File: src/hw/rtl/tgad_pkg.sv
// Shared types and constants for the 16-bit true-color TGA decoder.
// Used by the parser, the work queue, the result sequencer and the top level.
package tgad_pkg;

	// Header layout (byte offsets within the 18-byte header).
	localparam int HDR_LEN       = 18;
	localparam int HDR_ID_LEN    = 0;
	localparam int HDR_CMAP_TYPE = 1;
	localparam int HDR_IMG_TYPE  = 2;
	localparam int HDR_CMAP_LEN0 = 5;
	localparam int HDR_CMAP_LEN1 = 6;
	localparam int HDR_WIDTH0    = 12;
	localparam int HDR_WIDTH1    = 13;
	localparam int HDR_HEIGHT0   = 14;
	localparam int HDR_HEIGHT1   = 15;
	localparam int HDR_DEPTH     = 16;

	// Accepted header values and descriptor bits.
	localparam logic [7:0] IMG_TYPE_TRUECOLOR = 8'd2;
	localparam logic [7:0] PIXEL_DEPTH_16     = 8'd16;
	localparam int DESC_RIGHT_TO_LEFT_BIT     = 4;
	localparam int DESC_TOP_ORIGIN_BIT        = 5;

	// Work queue depth between parser and result sequencer.
	localparam int QUEUE_DEPTH = 4;

	// Result kinds.
	localparam logic KIND_PIXEL  = 1'b0;
	localparam logic KIND_STATUS = 1'b1;

	// Final status codes.
	typedef enum logic [3:0] {
		ST_OK            = 4'd0,
		ST_HEADER_SHORT  = 4'd1,
		ST_COLOR_MAP     = 4'd2,
		ST_NOT_TRUECOLOR = 4'd3,
		ST_NOT_16BIT     = 4'd4,
		ST_ZERO_SIZE     = 4'd5,
		ST_RIGHT_TO_LEFT = 4'd6,
		ST_TOO_LARGE     = 4'd7,
		ST_PAYLOAD_SHORT = 4'd8
	} tgad_status_t;

	// Work for one input beat: an optional pixel and an optional final status.
	typedef struct packed {
		logic         pix_valid;
		logic [14:0]  pix_value;
		logic [11:0]  pix_column;
		logic [11:0]  pix_row;
		logic         stat_valid;
		tgad_status_t stat_code;
	} tgad_work_t;

endpackage

File: src/hw/rtl/tga16_truecolor_decoder_core.sv
// Channel   Valid          Stall          Payload
// byte      byte_valid     byte_stall     file_byte, end_of_file
// result    result_valid   result_stall   result_kind, pixel_value, pixel_column,
//                                         pixel_row, status_code, last_result
//
// One byte beat is taken per clock; the parser never waits on itself, only on a full queue.
// Pixels pass the work queue and the output register; a final status follows its pixel.
// A final byte that completes a pixel yields two result beats, the pixel first.
// After reset the block takes bytes at once; the end-of-file beat returns it to the header.
// Result stalls back up through the output register and the four-entry work queue.
//
// Top level of the 16-bit true-color TGA decoder: parser, work queue and result sequencer.
// Depends on tgad_pkg, tgad_front, tgad_queue and tgad_back.
module tga16_truecolor_decoder_core #(
	parameter int unsigned MAX_WIDTH  = 4096,
	parameter int unsigned MAX_HEIGHT = 4096
) (
	input  logic        clk,
	input  logic        arst_n,
	input  logic        byte_valid,
	output logic        byte_stall,
	input  logic [7:0]  file_byte,
	input  logic        end_of_file,
	output logic        result_valid,
	input  logic        result_stall,
	output logic        result_kind,
	output logic [14:0] pixel_value,
	output logic [11:0] pixel_column,
	output logic [11:0] pixel_row,
	output logic [3:0]  status_code,
	output logic        last_result
);
	import tgad_pkg::*;

	tgad_work_t push_work, pop_work;
	logic       push, queue_full, queue_valid, queue_pop;

	// Front: header, ID skip and pixel assembly.
	tgad_front #(
		.MAX_WIDTH (MAX_WIDTH),
		.MAX_HEIGHT(MAX_HEIGHT)
	) u_front (
		.clk        (clk),
		.arst_n     (arst_n),
		.byte_valid (byte_valid),
		.file_byte  (file_byte),
		.end_of_file(end_of_file),
		.byte_stall (byte_stall),
		.queue_full (queue_full),
		.push       (push),
		.work       (push_work)
	);

	// Queue between the two halves.
	tgad_queue u_queue (
		.clk      (clk),
		.arst_n   (arst_n),
		.push     (push),
		.push_work(push_work),
		.full     (queue_full),
		.pop      (queue_pop),
		.pop_valid(queue_valid),
		.pop_work (pop_work)
	);

	// Back: result beats.
	tgad_back u_back (
		.clk         (clk),
		.arst_n      (arst_n),
		.queue_valid (queue_valid),
		.queue_work  (pop_work),
		.queue_pop   (queue_pop),
		.result_valid(result_valid),
		.result_stall(result_stall),
		.result_kind (result_kind),
		.pixel_value (pixel_value),
		.pixel_column(pixel_column),
		.pixel_row   (pixel_row),
		.status_code (status_code),
		.last_result (last_result)
	);

endmodule

File: src/hw/rtl/tgad_front.sv
// Byte parser: latches and checks the header, skips the ID field and assembles pixels.
// Depends on tgad_pkg; pushes one work entry per productive beat into the work queue.
module tgad_front #(
	parameter int unsigned MAX_WIDTH  = 4096,
	parameter int unsigned MAX_HEIGHT = 4096
) (
	input  logic                clk,
	input  logic                arst_n,
	input  logic                byte_valid,
	input  logic [7:0]          file_byte,
	input  logic                end_of_file,
	output logic                byte_stall,
	input  logic                queue_full,
	output logic                push,
	output tgad_pkg::tgad_work_t work
);
	import tgad_pkg::*;

	localparam logic [15:0] MaxWidth  = 16'(MAX_WIDTH);
	localparam logic [15:0] MaxHeight = 16'(MAX_HEIGHT);

	typedef enum logic [2:0] {
		PH_HEADER,
		PH_SKIP,
		PH_PIXELS,
		PH_TAIL,
		PH_BAD
	} phase_t;

	phase_t       phase_q, phase_d;
	logic [4:0]   pos_q;
	logic [7:0]   id_len_q, cmap_type_q, img_type_q, cmap_len0_q, cmap_len1_q;
	logic [7:0]   width0_q, width1_q, height0_q, height1_q, depth_q;
	tgad_status_t bad_code_q, hdr_code, bad_code_d, stat_code;
	logic [7:0]   skip_q;
	logic [15:0]  img_w_q, img_h_q, col_q, frow_q, row_q;
	logic         top_q;
	logic [7:0]   low_q;
	logic         low_valid_q;
	logic         fire, hdr_done, pix_emit, last_col, last_row;
	logic [15:0]  hdr_w, hdr_h, col_next, frow_next;

	assign fire       = byte_valid && !byte_stall;
	assign byte_stall = queue_full;

	assign hdr_w     = {width1_q, width0_q};
	assign hdr_h     = {height1_q, height0_q};
	assign hdr_done  = (pos_q == 5'(HDR_LEN - 1));
	assign col_next  = col_q + 16'd1;
	assign frow_next = frow_q + 16'd1;
	assign last_col  = (col_next == img_w_q);
	assign last_row  = (frow_next == img_h_q);

	// Header check in priority order; the descriptor is the byte arriving now.
	always_comb begin
		priority if (cmap_type_q != 8'd0 || {cmap_len1_q, cmap_len0_q} != 16'd0) begin
			hdr_code = ST_COLOR_MAP;
		end else if (img_type_q != IMG_TYPE_TRUECOLOR) begin
			hdr_code = ST_NOT_TRUECOLOR;
		end else if (depth_q != PIXEL_DEPTH_16) begin
			hdr_code = ST_NOT_16BIT;
		end else if (hdr_w == 16'd0 || hdr_h == 16'd0) begin
			hdr_code = ST_ZERO_SIZE;
		end else if (file_byte[DESC_RIGHT_TO_LEFT_BIT]) begin
			hdr_code = ST_RIGHT_TO_LEFT;
		end else if (hdr_w > MaxWidth || hdr_h > MaxHeight) begin
			hdr_code = ST_TOO_LARGE;
		end else begin
			hdr_code = ST_OK;
		end
	end

	// Next phase and whether this beat completes a pixel.
	always_comb begin
		phase_d  = phase_q;
		pix_emit = 1'b0;
		unique case (phase_q)
			PH_HEADER: begin
				if (hdr_done) begin
					if (hdr_code != ST_OK) begin
						phase_d = PH_BAD;
					end else begin
						phase_d = (id_len_q != 8'd0) ? PH_SKIP : PH_PIXELS;
					end
				end
			end
			PH_SKIP: begin
				if (skip_q == 8'd1) begin
					phase_d = PH_PIXELS;
				end
			end
			PH_PIXELS: begin
				if (low_valid_q) begin
					pix_emit = 1'b1;
					if (last_col && last_row) begin
						phase_d = PH_TAIL;
					end
				end
			end
			PH_TAIL, PH_BAD: begin
				phase_d = phase_q;
			end
			default: begin
				phase_d = PH_HEADER;
			end
		endcase
	end

	// Final status follows the phase reached after this beat.
	assign bad_code_d = (phase_q == PH_HEADER) ? hdr_code : bad_code_q;
	always_comb begin
		unique case (phase_d)
			PH_HEADER: stat_code = ST_HEADER_SHORT;
			PH_BAD:    stat_code = bad_code_d;
			PH_TAIL:   stat_code = ST_OK;
			default:   stat_code = ST_PAYLOAD_SHORT;
		endcase
	end

	// Work entry toward the result sequencer.
	always_comb begin
		work.pix_valid  = pix_emit;
		work.pix_value  = {file_byte[6:0], low_q};
		work.pix_column = col_q[11:0];
		work.pix_row    = row_q[11:0];
		work.stat_valid = end_of_file;
		work.stat_code  = stat_code;
	end
	assign push = fire && (pix_emit || end_of_file);

	// Parser state.
	always_ff @(posedge clk or negedge arst_n) begin
		if (!arst_n) begin
			phase_q     <= PH_HEADER;
			pos_q       <= '0;
			id_len_q    <= '0;
			cmap_type_q <= '0;
			img_type_q  <= '0;
			cmap_len0_q <= '0;
			cmap_len1_q <= '0;
			width0_q    <= '0;
			width1_q    <= '0;
			height0_q   <= '0;
			height1_q   <= '0;
			depth_q     <= '0;
			bad_code_q  <= ST_OK;
			skip_q      <= '0;
			img_w_q     <= '0;
			img_h_q     <= '0;
			top_q       <= 1'b0;
			col_q       <= '0;
			frow_q      <= '0;
			row_q       <= '0;
			low_q       <= '0;
			low_valid_q <= 1'b0;
		end else if (fire) begin
			if (end_of_file) begin
				phase_q     <= PH_HEADER;
				pos_q       <= '0;
				low_valid_q <= 1'b0;
			end else begin
				phase_q <= phase_d;
				unique case (phase_q)
					PH_HEADER: begin
						pos_q <= pos_q + 5'd1;
						if (pos_q == 5'(HDR_ID_LEN))    id_len_q    <= file_byte;
						if (pos_q == 5'(HDR_CMAP_TYPE)) cmap_type_q <= file_byte;
						if (pos_q == 5'(HDR_IMG_TYPE))  img_type_q  <= file_byte;
						if (pos_q == 5'(HDR_CMAP_LEN0)) cmap_len0_q <= file_byte;
						if (pos_q == 5'(HDR_CMAP_LEN1)) cmap_len1_q <= file_byte;
						if (pos_q == 5'(HDR_WIDTH0))    width0_q    <= file_byte;
						if (pos_q == 5'(HDR_WIDTH1))    width1_q    <= file_byte;
						if (pos_q == 5'(HDR_HEIGHT0))   height0_q   <= file_byte;
						if (pos_q == 5'(HDR_HEIGHT1))   height1_q   <= file_byte;
						if (pos_q == 5'(HDR_DEPTH))     depth_q     <= file_byte;
						if (hdr_done) begin
							bad_code_q  <= hdr_code;
							skip_q      <= id_len_q;
							img_w_q     <= hdr_w;
							img_h_q     <= hdr_h;
							top_q       <= file_byte[DESC_TOP_ORIGIN_BIT];
							col_q       <= '0;
							frow_q      <= '0;
							row_q       <= file_byte[DESC_TOP_ORIGIN_BIT] ? 16'd0
							                                              : hdr_h - 16'd1;
							low_valid_q <= 1'b0;
						end
					end
					PH_SKIP: begin
						skip_q <= skip_q - 8'd1;
					end
					PH_PIXELS: begin
						if (low_valid_q) begin
							low_valid_q <= 1'b0;
							if (last_col) begin
								col_q  <= '0;
								frow_q <= frow_next;
								row_q  <= top_q ? row_q + 16'd1 : row_q - 16'd1;
							end else begin
								col_q <= col_next;
							end
						end else begin
							low_q       <= file_byte;
							low_valid_q <= 1'b1;
						end
					end
					default: begin
						low_valid_q <= low_valid_q;
					end
				endcase
			end
		end
	end

endmodule

File: src/hw/rtl/tgad_queue.sv
// Short work queue that decouples the byte parser from the result sequencer.
// Depends on tgad_pkg for the work entry type and the queue depth.
module tgad_queue (
	input  logic                 clk,
	input  logic                 arst_n,
	input  logic                 push,
	input  tgad_pkg::tgad_work_t push_work,
	output logic                 full,
	input  logic                 pop,
	output logic                 pop_valid,
	output tgad_pkg::tgad_work_t pop_work
);
	import tgad_pkg::*;

	localparam int PtrW = $clog2(QUEUE_DEPTH);
	localparam int CntW = $clog2(QUEUE_DEPTH + 1);

	tgad_work_t        slots_q [QUEUE_DEPTH];
	logic [PtrW-1:0]   wr_ptr_q, rd_ptr_q;
	logic [CntW-1:0]   count_q;

	assign full      = (count_q == CntW'(QUEUE_DEPTH));
	assign pop_valid = (count_q != '0);
	assign pop_work  = slots_q[rd_ptr_q];

	// Entry storage.
	always_ff @(posedge clk) begin
		if (push) begin
			slots_q[wr_ptr_q] <= push_work;
		end
	end

	// Pointers and fill count.
	always_ff @(posedge clk or negedge arst_n) begin
		if (!arst_n) begin
			wr_ptr_q <= '0;
			rd_ptr_q <= '0;
			count_q  <= '0;
		end else begin
			if (push) begin
				wr_ptr_q <= wr_ptr_q + PtrW'(1);
			end
			if (pop) begin
				rd_ptr_q <= rd_ptr_q + PtrW'(1);
			end
			if (push && !pop) begin
				count_q <= count_q + CntW'(1);
			end else if (pop && !push) begin
				count_q <= count_q - CntW'(1);
			end
		end
	end

	// The parser never writes a full queue and the sequencer never reads an empty one.
	a_no_overflow: assert property (@(posedge clk) disable iff (!arst_n)
		push |-> (!full || pop))
		else $error("work queue written while full");
	a_no_underflow: assert property (@(posedge clk) disable iff (!arst_n)
		pop |-> pop_valid)
		else $error("work queue read while empty");

endmodule

File: src/hw/rtl/tgad_back.sv
// Result sequencer: turns work entries into pixel and status beats on the output register.
// Depends on tgad_pkg; an entry with both a pixel and a status takes two beats.
module tgad_back (
	input  logic                 clk,
	input  logic                 arst_n,
	input  logic                 queue_valid,
	input  tgad_pkg::tgad_work_t queue_work,
	output logic                 queue_pop,
	output logic                 result_valid,
	input  logic                 result_stall,
	output logic                 result_kind,
	output logic [14:0]          pixel_value,
	output logic [11:0]          pixel_column,
	output logic [11:0]          pixel_row,
	output logic [3:0]           status_code,
	output logic                 last_result
);
	import tgad_pkg::*;

	logic         valid_q, kind_q, last_q;
	logic [14:0]  value_q;
	logic [11:0]  column_q, row_q;
	tgad_status_t code_q, pend_code_q;
	logic         pend_q;
	logic         load;

	assign load      = !valid_q || !result_stall;
	assign queue_pop = load && !pend_q && queue_valid;

	assign result_valid = valid_q;
	assign result_kind  = kind_q;
	assign pixel_value  = value_q;
	assign pixel_column = column_q;
	assign pixel_row    = row_q;
	assign status_code  = code_q;
	assign last_result  = last_q;

	// Output register; a held status goes out right after its pixel.
	always_ff @(posedge clk or negedge arst_n) begin
		if (!arst_n) begin
			valid_q     <= 1'b0;
			kind_q      <= KIND_PIXEL;
			last_q      <= 1'b0;
			value_q     <= '0;
			column_q    <= '0;
			row_q       <= '0;
			code_q      <= ST_OK;
			pend_q      <= 1'b0;
			pend_code_q <= ST_OK;
		end else if (load) begin
			if (pend_q) begin
				valid_q  <= 1'b1;
				kind_q   <= KIND_STATUS;
				last_q   <= 1'b1;
				value_q  <= '0;
				column_q <= '0;
				row_q    <= '0;
				code_q   <= pend_code_q;
				pend_q   <= 1'b0;
			end else if (queue_valid) begin
				valid_q <= 1'b1;
				if (queue_work.pix_valid) begin
					kind_q      <= KIND_PIXEL;
					last_q      <= 1'b0;
					value_q     <= queue_work.pix_value;
					column_q    <= queue_work.pix_column;
					row_q       <= queue_work.pix_row;
					code_q      <= ST_OK;
					pend_q      <= queue_work.stat_valid;
					pend_code_q <= queue_work.stat_code;
				end else begin
					kind_q   <= KIND_STATUS;
					last_q   <= 1'b1;
					value_q  <= '0;
					column_q <= '0;
					row_q    <= '0;
					code_q   <= queue_work.stat_code;
				end
			end else begin
				valid_q <= 1'b0;
			end
		end
	end

	// A held status only exists behind a pixel beat that is still on the output.
	a_pend_behind_pixel: assert property (@(posedge clk) disable iff (!arst_n)
		pend_q |-> (valid_q && kind_q == KIND_PIXEL))
		else $error("status held without a pixel in the output register");
	// When that pixel beat is taken, the next beat is the final status.
	a_pend_follows: assert property (@(posedge clk) disable iff (!arst_n)
		(valid_q && !result_stall && pend_q) |=> (valid_q && kind_q == KIND_STATUS && last_q))
		else $error("held status did not follow its pixel");

endmodule

File: config.mk
export PLATFORM = sky130hd
export DESIGN_NAME = tga16_truecolor_decoder_core
export DESIGN_NICKNAME = d
export VERILOG_FILES = /design/src/hw/rtl/tgad_pkg.sv /design/src/hw/rtl/tga16_truecolor_decoder_core.sv /design/src/hw/rtl/tgad_front.sv /design/src/hw/rtl/tgad_queue.sv /design/src/hw/rtl/tgad_back.sv
export SDC_FILE = /design/constraint.sdc
export NUM_CORES = 1
export LEC_CHECK = 0
export BUFFER_PORTS_ARGS = -buffer_cell sky130_fd_sc_hd__buf_2
export CAP_MARGIN = 15
export CORE_ASPECT_RATIO = 1.1
export CORE_UTILIZATION = 57
export CTS_BUF_LIST = sky130_fd_sc_hd__clkbuf_8
export DETAILED_ROUTE_END_ITERATION = 7
export GPL_TIMING_DRIVEN = 0
export PLACE_DENSITY = 0.74
export REMOVE_ABC_BUFFERS = 1
export SETUP_SLACK_MARGIN = 0.5
export SYNTH_ARGS = -nofsm -noshare
export SYNTH_HDL_FRONTEND = slang
export SYNTH_SLANG_ARGS = --single-unit
File: constraint.sdc
create_clock -name clk -period 5.85 [get_ports clk]
set_input_delay 1.4625 -clock clk [delete_from_list [all_inputs] [get_ports clk]]
set_output_delay 1.4625 -clock clk [all_outputs]
set_load 0.02 [all_outputs]
; ---- Word level (Yosys, flattened, before mapping)
; Memory sizes are Yosys's and may differ from the RTL's.
; Index checks and enable logic that the tools add are counted.
[totals]
input_bits = 13
register_bits = 247
mem_bits_rw = 180
wordCells = 193
output_inout_bits = 47
memories = 1
[memory_table]
columns = memory, words, word_bits, rd, rd_ports_with_merged_regs, wr, line
row1 = u_queue.slots_q, 4, 45, 1, 0, 1, tgad_queue.sv:18  ; tgad_work_t slots_q [QUEUE_DEPTH];
[classes]
eq_ne = 26
reduce_logical = 54
muxes = 63
bitwise = 3
n_lt_le_gt_ge = 2
addsub = 11
[op_table]
columns = operator, n
row1 = $mux W16, 10
row2 = $pmux W16 S2, 3
row3 = $mux W12, 6
row4 = $reduce_and A4 Y1, 14
row5 = $add A16 B1 Y16 const B, 3
row6 = $mux W15, 3
row7 = $mux W4, 9
row8 = $eq A16 B16 Y1, 2
row9 = $gt A16 B13 Y1 const B, 2
row10 = $logic_not A16 Y1, 2
row11 = $sub A16 B1 Y16 const B, 2
row12 = $mux W3, 9
row13 = $eq A5 B4 Y1 const B, 4
row14 = $pmux W8 S2, 1
row15 = $reduce_bool A16 Y1, 1
row16 = $reduce_bool A8 Y1, 2
row17 = $mux W1, 15
row18 = $pmux W3 S4, 1
row19 = $pmux W4 S3, 1
row20 = $eq A5 B3 Y1 const B, 2
row21 = $eq A5 B5 Y1 const B, 2
row22 = $mux W5, 2
row23 = $reduce_bool A2 Y1, 5
row24 = $eq A3 B2 Y1 const B, 3
row25 = 30 further kinds, 55

; ---- Longest topological paths before layout
; Gate-level depths: netlist (run 1).
[depth]
word_depth = 14
depth_mapped = 12
depth_no_buf = 10

; ---- Hierarchy
; From an unflattened synthesis (run 1), not the netlist that was laid out.
[unflattened]
hier_cells = 1372
area_unflattened_um2 = 19097.1
[by_module_without_submodules]
columns = module, cells_each, seq_area_each_um2, area_per_inst_um2, instances
row1 = tgad_front, 977, 4629.4, 10253.6, 1
row2 = tgad_queue, 269, 5580.4, 6909.1, 1
row3 = tgad_back, 126, 1251.2, 1934.4, 1

; ---- Least setup slack after synthesis (run 1)
; Ideal clock, no wire load.
[synth_path]
path_kind = input to register
start = input end_of_file
end = memory u_queue.slots_q[0][0] (netlist name) (enable)
path_stages = 3
path_buffers = 1
setup_ps = 407
required_ps = 5443
slack_ps = 2365
t_arrival_ps = 3078
path_cell_list = clkbuf_1 o21a_1 and2_1
[synth_between]
elab_chain_cells = 4
[synth_lines]
columns = element, line
row1 = "start, declared", tga16_truecolor_decoder_core.sv:23  ; input logic end_of_file,
row2 = $logic_or A1 B1 Y1, tgad_front.sv:129  ; assign push = fire && (pix_emit || end_of_file);
row3 = $logic_and A1 B1 Y1, tgad_front.sv:129
row4 = named net push, tga16_truecolor_decoder_core.sv:36  ; logic push, queue_full, queue_valid, queue_pop;
row5 = $mux W1, tgad_queue.sv:28  ; if (push) begin
row6 = $mux W1 (implied by the code), tgad_queue.sv:29  ; slots_q[wr_ptr_q] <= push_work;
row7 = "end, declared", tgad_queue.sv:18
; The timed path passes the listed nets, and every way through them passes these cells.

==> results.cfg, run 1 <==
[run_status]
status = completed

[power_and_ir_drop]
power_frac_seq_pct = 49.1
combPwrFrac_pct = 20.7
power.internal_mw = 5.38
power_density_mw_per_mm2 = 362
ir_worst_vdd_v = 0.000332
p_clk_share_pct = 30.1
netSwitchingPower_mw = 2.16
leakage_nw = 8.80
swShare_pct = 28.7

[yosys]
synth_area_mm2 = 0.0188
synth_top_cell_by_area = dfrtp_1
synth-async-reset-ratio_pct = 57.3
postSynthCellCount = 1352
postSynthAreaPerCell_um2 = 13.9
yosysMostFrequentCell = dfrtp_1
ys_top_cells_by_area = dfrtp_1 (32%), edfxtp_1 (29%), mux2_2 (7.7%)
ys.flop_type = dfrtp_1
synth_edf_count = 180
synth_commonest_cells = dfrtp_1 (242), edfxtp_1 (180), mux2_2 (128)
yosysWarnings = 0
ys_seq_area_share_pct = 60.9
yosysTopAreaCellShare_pct = 32.2
synth_cell_types = 78
synth_seq_cells = 422

[route]
highest_layer = met4
dr_wl_met3_um = 2100
drcViolationCount = 0
drt-total-wl_um = 38800
wl_met2_um = 19200
wl_per_cell_um = 20.5
drt-pass1-iter-count = 5
routedLengthMet1_um = 16700
via_per_inst = 6.14
num_vias = 11600
antenna_left = 0
drt_iter0_drc = 865

[die]
dieArea_mm2 = 0.0337
die_w_um = 175
floorplan.initialDensity_pct = 58.1
fp.dieH_um = 193
core-area_mm2 = 0.0324
io_pins = 60
rows = 69

[timing]
finalCriticalPeriod_ns = 4.00
rsz0062_at_grt = false
finalCritPeriodShare_pct = 68.4
max_slew_margin_pct = 28.4
tightestPinTransition_ns = 1.07
fmax_ghz = 0.250
finalHoldViolCount = 0
fin_skew_ns = 0.0405
report.final.slew_viol_count = 0
finalSetupViolations = 0

[critical_path]
start_kind = register
crit_type = register to register
arrival_ns = 4.36
cp_max_fo = 19
required_ns = 6.21
critPathCaptureType = register

[clocking]
clock_path_buffers = 3
insertion_delay_ns = 0.61
cts_setup_buffers = 0
cts_tree = done
cts_root_buf = clkbuf_8
clock_sinks = 422
cts.repair.resized = 0
numCtsBuffers = 66
ctsHoldBuffers = 0
clkTransAtPathRegs_ns = 0.06
htreeDepth = 3

[final_layout]
register_area_mm2 = 0.0115
utilization_pct = 64.3
final_cell_area_mm2 = 0.0208
stdcell_count = 1890
area_delta_synth_final_pct = 10.7
num-fill-cells = 2399
drive_above_1_share_pct = 24.8
n_antenna_cell = 0
multi_input_comb_area_mm2 = 0.00694
final_nets = 1452

[job]
maxCapViolations = 0

[placement]
port_buffers = 59
placed_area_mm2 = 0.0196
gp_congestion = 0.881
detailed_place_hpwl_um = 24600
placed_cells_incl_taps = 1769

[grt]
antenna_found_initial = 1
grt_pass1_wl_um = 63000
overflow = 0
track_usage_pct = 24.0
grt_max_degree = 105
grt_pass1_vias = 11700

[min_path]
hp-class = register to register
## cell type report
| type | count | area share, % |
|---|---|---|
| Multi-Input combinational cell | 822 | 33.3 |
| Timing Repair Buffer | 72 | 2.72 |
| Sequential cell | 422 | 55.0 |
| Clock inverter | 48 | 1.11 |
| Tap cell | 426 | 2.56 |
| Clock buffer | 72 | 4.76 |
| Inverter | 28 | 0.505 |
## cell families after synthesis
logic type / synth area share, %
adder cells (fa/ha/maj): 1.88
buffers and inverters: 2.33
multiplexers: 14.5
AO/OA/AOI/OAI: 9.36
XOR/XNOR: 3.03
AND/OR/NAND/NOR: 8.03
flip-flops: 60.9
## flip-flops by register name, indices dropped and copies added (netlist names), 12 cells and up
name and flops:
u_front.col_q 16, u_front.img_w_q 16, u_back.pixel_column 12, u_back.pixel_row 12
u_front.img_h_q 16, u_queue.slots_q 180, u_front.row_q 12, u_front.frow_q 16
u_back.pixel_value 15
## worst max-delay path, stage by stage, from the launching register on
cell and delay (ns):
dfrtp_1 0.54, ha_1 0.39, nand2_1 0.18, nor3_2 0.38
o2111ai_1 0.17, a211oi_1 0.53, and4_1 0.88, nand4_1 0.36
a21bo_2 0.34
## worst paths after layout
| path | end | slack, ns | from | depth (start not counted) |
|---|---|---|---|---|
| worst max-delay path | u_queue.slots_q[0][3] | 1.85 | u_front.col_q[0] | 8 |
| worst min-delay path | u_back.status_code[2] | 0.48 | u_back.status_code[2] | 2 |
| worst max register to register | u_queue.slots_q[0][3] | 1.85 | u_front.col_q[0] | 8 |
| worst min register to register | u_back.status_code[2] | 0.48 | u_back.status_code[2] | 2 |
| max in group asynchronous | u_queue.rd_ptr_q[0] | 4.13 | arst_n | 2 |
| min in group asynchronous | u_front.skip_q[1] | 0.79 | arst_n | 1 |
## placed cells by master (no fill, tap or decap), types with 10 or more instances in the layout
cell type  count
a21oi_1       33
a22o_1        42
a31oi_1       16
and3_1        15
buf_2         58
clkbuf_8      72
dfrtp_1      240
edfxtp_1     180
ha_1          25
inv_1         61
mux2_2       128
mux2i_1       13
mux4_2        45
nand2_1       66
nand3_1       27
nand4_1       13
nor2_1        50
nor3_1        29
nor4_1        24
o2111ai_1     12
o21ai_0       59
o22ai_1       10
xnor2_1       32
xor2_1        33
## power by group through the flow
stage,Sequential [mW],Clock [mW],Combinational [mW]
2_1_floorplan,3.92,0,0.891
3_3_place_gp,3.88,0,1.38
3_5_place_dp,3.76,0,1.59
4_1_cts,3.71,2.33,1.59
5_1_grt,3.75,2.47,1.71
6_report,3.71,2.27,1.56
## per-layer routing
metal / GRT usage [%] / vias to the layer above
met4: 7.79 / 0
li1: - / 5289
met2: 40.0 / 311
met5: 0 / -
met1: 31.9 / 5927
met3: 4.63 / 71
## stage by stage
step                      worst slack, ns  hold WS (ns)  power [mW]  TNS (ns)
final                                1.85         0.475        7.54         0
after global routing                 1.64         0.515        7.94         0
after CTS                            1.91         0.480        7.64         0
after detailed placement             1.78         0.468        5.35         0
after global placement              -1.16         0.458        5.26   -273.57
after floorplan                      1.96         0.445        4.81         0
No activity file was read; power rests on OpenSTA's default activity.
==> run 2: changes to the inputs <==
PLACE_DENSITY = 0.77   (was 0.74)
clock period = 3.4 ns   (was 5.85 ns; I/O delays follow)
==> run 2 against run 1 <==
Effect of this change: clock-buffer cell count up 5; clock power up 80%; core utilization up 1.3 points; critical path type unchanged; largest cell class unchanged; largest power group unchanged.
==> results.cfg, run 2 (same netlist as run 1, synthesis figures left out) <==
[run_status]
status = completed

[clocking]
clock_path_buffers = 3
clkTransAtPathRegs_ns = 0.07
ctsHoldBuffers = 0
insertion_delay_ns = 0.60
cts_root_buf = clkbuf_8
htreeDepth = 3
cts_tree = done
numCtsBuffers = 67
clock_sinks = 422

[timing]
fmax_ghz = 0.355
rsz0062_at_grt = true
finalCriticalPeriod_ns = 2.82
timing.final.ws_setup_ns = 0.581
report.final.slew_viol_count = 0
finalHoldViolCount = 0
max_slew_margin_pct = 47.1
tightestPinTransition_ns = 0.786
fin_skew_ns = 0.0356
finalCritPeriodShare_pct = 82.9
final.setup.tns_ns = 0
finalSetupViolations = 0

[final_layout]
final_cell_mix = dfrtp_1 (227), edfxtp_1 (180), mux2_2 (128)
layout_commonest_cell = dfrtp_1
final_cell_area_mm2 = 0.0213
largest_reg_flops = 180
drive_above_1_share_pct = 29.0
regMostFlops = u_queue.slots_q
area_delta_synth_final_pct = 13.0
final_nets = 1480
n_antenna_cell = 0
stdcell_count = 1919

[min_path]
hp-class = input port to async pin

[placement]
gp_congestion = 0.890
port_buffers = 59
placed_cells_incl_taps = 1770
pre_cts_ws_ns = -0.473
detailed_place_hpwl_um = 25100
placed_area_mm2 = 0.0196

[power_and_ir_drop]
power_frac_seq_pct = 48.3
power.internal_mw = 9.44
swShare_pct = 28.5
power_density_mw_per_mm2 = 621
leakage_nw = 8.94
netSwitchingPower_mw = 3.76
total_power_mw = 13.2
combPwrFrac_pct = 20.7
ir_worst_vdd_v = 0.000422
p_clk_share_pct = 31.0

[die]
dieArea_mm2 = 0.0337
rows = 69
core-area_mm2 = 0.0324
die_w_um = 175
fp.dieH_um = 193
io_pins = 60
floorplan.initialDensity_pct = 58.1

[route]
via_per_inst = 6.21
drt-pass1-iter-count = 5
drt-total-wl_um = 40200
antenna_left = 0
drcViolationCount = 0
wl_per_cell_um = 20.9
num_vias = 11900
drt_iter0_drc = 888

[critical_path]
slowest_stage = nor4_1
worstPathCellList = nor4_1 -> nand4_1 -> and2_1 -> nand2_1 -> nor3_2 -> o21a_1 -> a211oi_1
cpPeakStageDelay_ns = 0.62
start_kind = register
critPathCaptureType = register
crit_type = register to register
worstRegToRegCells = 7
required_ns = 3.70
arrival_ns = 3.12
cp_max_fo = 4

[job]
maxCapViolations = 0

[grt]
grt_max_degree = 117
overflow = 0
track_usage_pct = 24.3
antenna_found_initial = 0
grt_pass1_wl_um = 63700
grt_pass1_vias = 11700
## run 2: per-stage QoR
step / hold WS (ns) / util, %
2_1_floorplan: 0.445 / -
3_3_place_gp: 0.462 / 59.6
3_5_place_dp: 0.473 / 60.6
4_1_cts: 0.0899 / 65.0
5_1_grt: 0.0936 / 65.6
6_report: 0.105 / 65.6
## run 2: layer usage
metal  global-route usage, %  part of all wire, %
met5                       0                    0
met4                    9.53                  3.1
met3                    4.47                  5.5
met2                    40.3                   50
met1                    32.0                   42
## run 2: final cells by class
class	count	area, µm²
sequential	422	11500
clock buffer	77	1060
inverter	28	111
multi-input combinational	824	7080
timing repair inverter	1	5.00
fill	2276	11100
tap	426	533
timing repair buffer	96	753
clock inverter	45	226
## run 2: final timing paths
| kind | startpoint | endpoint | slack, ns |
|---|---|---|---|
| max in group asynchronous | arst_n | u_front.col_q[11] | 1.95 |
| worst min register to register | u_queue.count_q[2] | u_queue.count_q[2] | 0.49 |
| min in group clk | u_queue.count_q[2] | u_queue.count_q[2] | 0.49 |
| worst min-delay path | arst_n | u_back.pixel_value[9] | 0.10 |
| worst max-delay path | u_front.width0_q[1] | u_queue.slots_q[0][1] | 0.58 |
| worst max register to register | u_front.width0_q[1] | u_queue.slots_q[0][1] | 0.58 |
## run 2: what timing repair did
item,4_1_cts,5_1_grt
gates resized for setup,24,29
endpoints found under the setup margin,290,90
gates cloned,2,1
buffers inserted,10,14
pin swaps,7,3
## run 2: worst max-delay path, delay by kind of cell, from the launching register on
family / cells / cell delay [ns]
flops: 1 / 0.40
compound gates: 2 / 0.66
simple gates: 5 / 1.50
## run 2: power groups by stage
stage	logic, mW	clock network [mW]	registers [mW]
2_1_floorplan	1.53	0	6.74
3_3_place_gp	2.38	0	6.67
3_5_place_dp	2.76	0	6.47
4_1_cts	2.77	4.18	6.38
5_1_grt	2.96	4.41	6.46
6_report	2.73	4.09	6.38
